[config.mk]
export PLATFORM = sky130hd
export DESIGN_NAME = swm_cell
export DESIGN_NICKNAME = d
export VERILOG_FILES = /design/src/sv/sliding_window_minimum_top_macros.svh /design/src/sv/swm_pkg.sv /design/src/sv/swm_cell.sv
export SDC_FILE = /design/constraint.sdc
export NUM_CORES = 1
export LEC_CHECK = 0
export BUFFER_PORTS_ARGS = -buffer_cell sky130_fd_sc_hd__buf_2
export CAP_MARGIN = 20
export CORE_ASPECT_RATIO = 0.9
export CORE_MARGIN = 5
export CORE_UTILIZATION = 50
export CTS_CLUSTER_SIZE = 20
export DETAILED_ROUTE_END_ITERATION = 10
export GPL_TIMING_DRIVEN = 0
export PLACE_DENSITY = 0.89
export SYNTH_ARGS = -nofsm -noshare
export SYNTH_HDL_FRONTEND = slang
export SYNTH_SLANG_ARGS = --single-unit
[constraint.sdc]
create_clock -name clk_i -period 2.71 [get_ports clk_i]
set_input_delay 0.1355 -clock clk_i [delete_from_list [all_inputs] [get_ports clk_i]]
set_output_delay 0.1355 -clock clk_i [all_outputs]
set_load 0.05 [all_outputs]
[src/sv/sliding_window_minimum_top_macros.svh]
// Assertion macros for the sliding window minimum block.
`ifndef SLIDING_WINDOW_MINIMUM_TOP_MACROS_SVH
`define SLIDING_WINDOW_MINIMUM_TOP_MACROS_SVH

// Same-cycle implication, checked outside reset.
`define SWM_ASSERT_NOW(label, ante, cons, msg) \
  label: assert property (@(posedge clk_i) disable iff (!rst_ni) (ante) |-> (cons)) \
    else $error(msg);

// Next-cycle implication, checked outside reset.
`define SWM_ASSERT_NEXT(label, ante, cons, msg) \
  label: assert property (@(posedge clk_i) disable iff (!rst_ni) (ante) |=> (cons)) \
    else $error(msg);

`endif

[src/sv/swm_pkg.sv]
// Package: shared constants and types of the sliding window minimum block.
`default_nettype none
package swm_pkg;

  localparam int WINDOW_MAX_DEF  = 64;
  localparam int SAMPLE_BITS_DEF = 32;
  localparam int WL_W            = 7;
  localparam logic [WL_W-1:0] WL_RESET = WL_W'(1);

  // Control part of the search token that walks down the cell chain.
  typedef struct packed {
    logic vld;
    logic have;
  } tok_ctl_t;

endpackage
`default_nettype wire

[src/sv/swm_cell.sv]
// One history cell: holds a sample and folds it into the passing search token.
`default_nettype none
module swm_cell #(
  parameter int WINDOW_MAX  = swm_pkg::WINDOW_MAX_DEF,
  parameter int SAMPLE_BITS = swm_pkg::SAMPLE_BITS_DEF,
  parameter int IDX         = 0,
  localparam int CNT_W      = $clog2(WINDOW_MAX + 1)
) (
  input  wire                          clk_i,
  input  wire                          rst_ni,
  input  wire                          shift_i,
  input  wire signed [SAMPLE_BITS-1:0] data_i,
  output logic signed [SAMPLE_BITS-1:0] data_o,
  input  wire [CNT_W-1:0]              span_i,
  input  swm_pkg::tok_ctl_t            tok_i,
  input  wire signed [SAMPLE_BITS-1:0] min_i,
  output swm_pkg::tok_ctl_t            tok_o,
  output logic signed [SAMPLE_BITS-1:0] min_o
);
  import swm_pkg::*;

  logic signed [SAMPLE_BITS-1:0] data_q;
  tok_ctl_t                      tok_q, tok_d;
  logic signed [SAMPLE_BITS-1:0] min_q, min_d;
  logic                          take;

  assign take = (CNT_W'(IDX) < span_i) && (!tok_i.have || (data_q < min_i));

  always_comb begin
    tok_d.vld  = tok_i.vld;
    tok_d.have = tok_i.have || take;
    min_d      = take ? data_q : min_i;
  end

  always_ff @(posedge clk_i or negedge rst_ni) begin
    if (!rst_ni) begin
      tok_q <= '0;
    end else begin
      tok_q <= tok_d;
    end
  end

  always_ff @(posedge clk_i) begin
    min_q <= min_d;
    if (shift_i) begin
      data_q <= data_i;
    end
  end

  assign data_o = data_q;
  assign tok_o  = tok_q;
  assign min_o  = min_q;
endmodule
`default_nettype wire
==> results.sh <==
export IMPL_insertion_delay_ps=340
export IMPL_synth_edf_count=32
export IMPL_avgSynthCellArea_um2=10.5
export IMPL_hold_ws_ps=81.7
export IMPL_r2r_slack_ps=120
export IMPL_cts_tree="built"
export IMPL_drive_gt1_share_pct=36.2
export IMPL_ff2ff_path_depth=8
export IMPL_ys_seq_area_share_pct=41.7
export IMPL_crit_family="compound AO/OA/AOI/OAI gates"
export IMPL_dp_cells=613
export IMPL_grt_first_pass_wirelength_um=20700
export IMPL_min_from="min_i[7]"
export IMPL_dieArea_um2=9800
export IMPL_min_to="min_o[7]$_DFF_P_"
export IMPL_rsz0062_at_grt="yes"
export IMPL_grt_overflow=0
export IMPL_final_cells=664
export IMPL_slew_headroom_pct=45.2
export IMPL_synth_cells=377
export IMPL_dieWidth_um=104
export IMPL_fin_setup_tns_ps=0
export IMPL_std_cell_rows=30
export IMPL_skew_ps=14.4
export IMPL_period_share_pct=95.7
export IMPL_finalWorstSetupSlack_ps=117
export IMPL_final_area_um2=5340
export IMPL_fillCellCount=593
export IMPL_r2r_start="data_o[2]$_DFFE_PP_"
export IMPL_crit_cells=8
export IMPL_power_per_cell_area_nw_per_um2=638
export IMPL_crit_path_top_delay_cell="edfxtp_1"
export IMPL_irDropWorstVdd_v=0.000407
export IMPL_ios=142
export IMPL_arrival_ps=2790
export IMPL_synthToLayoutAreaGrowth_pct=34.8
export IMPL_path_clk_slew_ps=80
export IMPL_cts_sinks=66
export IMPL_die_height_um=94.4
export IMPL_hp_class="input pin to register"
export IMPL_start_kind="register"
export IMPL_hold_violations=0
export IMPL_cts_htree_levels=3
export IMPL_final_cell_mix="149 x buf_2, 41 x a21oi_1, 34 x a22oi_1, 34 x dlygate4sd3_1"
export IMPL_drcViolationCount=0
export IMPL_clockBufferDepth=2
export IMPL_dp_slack_ps=-61.6
export IMPL_critPathBufInv=1
export IMPL_min_period_ps=2590
export IMPL_outcome="finished, final reports clean"
export IMPL_fmaxAchievable_mhz=386
export IMPL_gp_congestion=0.853
export IMPL_path_max_fanout=10
export IMPL_multi_input_area_um2=2030
export IMPL_antenna_left=0
export IMPL_nets=669
export IMPL_dr_pass1_iters=5
export IMPL_cts_root_buffer="clkbuf_8"
export IMPL_start_util_pct=52.0
export IMPL_synth_seq_cells=66
export IMPL_seqCellArea_um2=1650
export IMPL_via_count=4028
export IMPL_worstSetupPathType="register to register"
export IMPL_final_common_cell="buf_2"
export IMPL_crit_chain="ha_1 -> a211oi_1 -> o21ai_0 -> a41oi_1 -> o21ai_1 -> a211oi_2 -> buf_2 -> o221ai_1"
export IMPL_grt_max_degree=33
export IMPL_syn_area_um2=3960
export IMPL_yosysWarnings=0
export IMPL_leakage_nw=2.30
export IMPL_synthArstFlopShare_pct=3.03
export IMPL_cp_required_ps=2910
export IMPL_finalSetupViolations=0
export IMPL_dp_hpwl_um=8830
export IMPL_first_global_vias=4282
export IMPL_hold_depth=3
export IMPL_drt_iter0_drc=258
export IMPL_maxSlewViolCount=0
export IMPL_worst_slew_pin_slew_ps=822
export IMPL_port_buffers=140
export IMPL_cts_buffers=9
export IMPL_place_area_um2=4780
export IMPL_synth_main_ff_cell="edfxtp_1"
export IMPL_wl_per_cell_um=19.2
export IMPL_antenna_found_initial=0
export IMPL_routed_via_density=6.07
export IMPL_synth_nets=484
export IMPL_r2r_end="min_o[13]$_DFF_P_"
export IMPL_endpoint_kind="register"
export IMPL_slowest_delay_ps=490
export IMPL_core_um2=7620
export IMPL_grt_use_total_pct=25.8
export IMPL_maxCapViolations=0
export IMPL_wl_um=12700
export IMPL_synth_cell_type_count=32
export IMPL_cts_setup_buffers=0
cell type report:
class	instances	area share, %
Multi-Input combinational cell	246	38.1
Sequential cell	66	30.9
Timing Repair Buffer	174	19.5
Buffer	32	3.02
Clock buffer	12	2.91
Inverter	33	2.32
Tap cell	96	2.25
Clock inverter	4	0.937
Antenna cell	1	0.0469
cells by family (layout without fill, tap and decap cells):
kind of cell	Yosys count	in the layout	share of synthesized area, %
adder cells (fa/ha/maj)	31	31	9.79
AND/OR/NAND/NOR	60	60	10.2
AO/OA/AOI/OAI	155	155	31.2
buffers and inverters	65	255	7.05
flip-flops	66	66	41.7
other	0	1	0
metal layers:
| layer | global-route usage [%] | up-vias | share of wire [%] |
|---|---|---|---|
| met5 | 0 | - | 0 |
| met4 | 11.3 | 0 | 2.2 |
| met3 | 7.45 | 29 | 10 |
| met2 | 45.4 | 259 | 50 |
| met1 | 29.2 | 1886 | 38 |
| li1 | - | 1854 | - |
tightest hold or removal path, delay by kind of cell:
kind / cells / cell delay (ps)
AOI/OAI and AO/OA: 2 / 130
buffers and inverters: 1 / 120
how the worst max path moves through the flow:
stage,from,to,slack (ps)
2_1_floorplan,data_o[2]$_DFFE_PP_,min_o[10]$_DFF_P_,200
3_3_place_gp,data_o[2]$_DFFE_PP_,min_o[15]$_DFF_P_,-40
3_5_place_dp,data_o[2]$_DFFE_PP_,min_o[21]$_DFF_P_,-60
4_1_cts,data_o[2]$_DFFE_PP_,min_o[21]$_DFF_P_,70
5_1_grt,data_o[18]$_DFFE_PP_,min_o[13]$_DFF_P_,0.7
6_report,data_o[2]$_DFFE_PP_,min_o[13]$_DFF_P_,120
where the power goes:
part | total (mW) | switching (mW) | internal [mW]
sequential | 1.27 | 0.0839 | 1.19
clock | 0.852 | 0.378 | 0.474
combinational | 1.28 | 0.885 | 0.398
through the flow:
stage,total power [mW],utilization [%]
2_1_floorplan,2.16,-
3_3_place_gp,2.47,62.7
3_5_place_dp,2.51,62.7
4_1_cts,3.40,70.0
5_1_grt,3.57,70.0
6_report,3.41,70.1
state kept, by name, indices dropped and copies added (netlist names):
name and cells:
data_o 32, min_o 32, tok_o 2
cell usage after synthesis, types with 2 or more instances:
| library cell | number | area share (%) |
|---|---|---|
| a21oi_1 | 41 | 5.2 |
| a22oi_1 | 34 | 6.4 |
| dfxtp_1 | 32 | 16 |
| edfxtp_1 | 32 | 24 |
| inv_1 | 32 | 3.0 |
| nor3b_1 | 32 | 6.1 |
| o221ai_1 | 32 | 7.1 |
| ha_1 | 31 | 9.8 |
| a22oi_2 | 30 | 9.5 |
| clkbuf_1 | 19 | 1.8 |
| buf_2 | 10 | 1.3 |
| nand2_1 | 7 | 0.66 |
| nor2_1 | 6 | 0.57 |
| o21ai_0 | 6 | 0.76 |
| a211oi_1 | 4 | 0.76 |
| a21o_1 | 4 | 0.76 |
| nand4_1 | 4 | 0.63 |
| buf_6 | 3 | 0.85 |
| and4_1 | 2 | 0.44 |
| dfrtp_1 | 2 | 1.3 |
| nand3_1 | 2 | 0.25 |
| nor2b_1 | 2 | 0.32 |
repair_timing:
action                     in CTS  in global routing
pin swaps                       0                  1
gates resized for setup         1                  8
hold buffers                   34                  0
hold endpoints to repair       35                  0
setup endpoints to repair      23                 22
(Power assumes the default switching activity.)
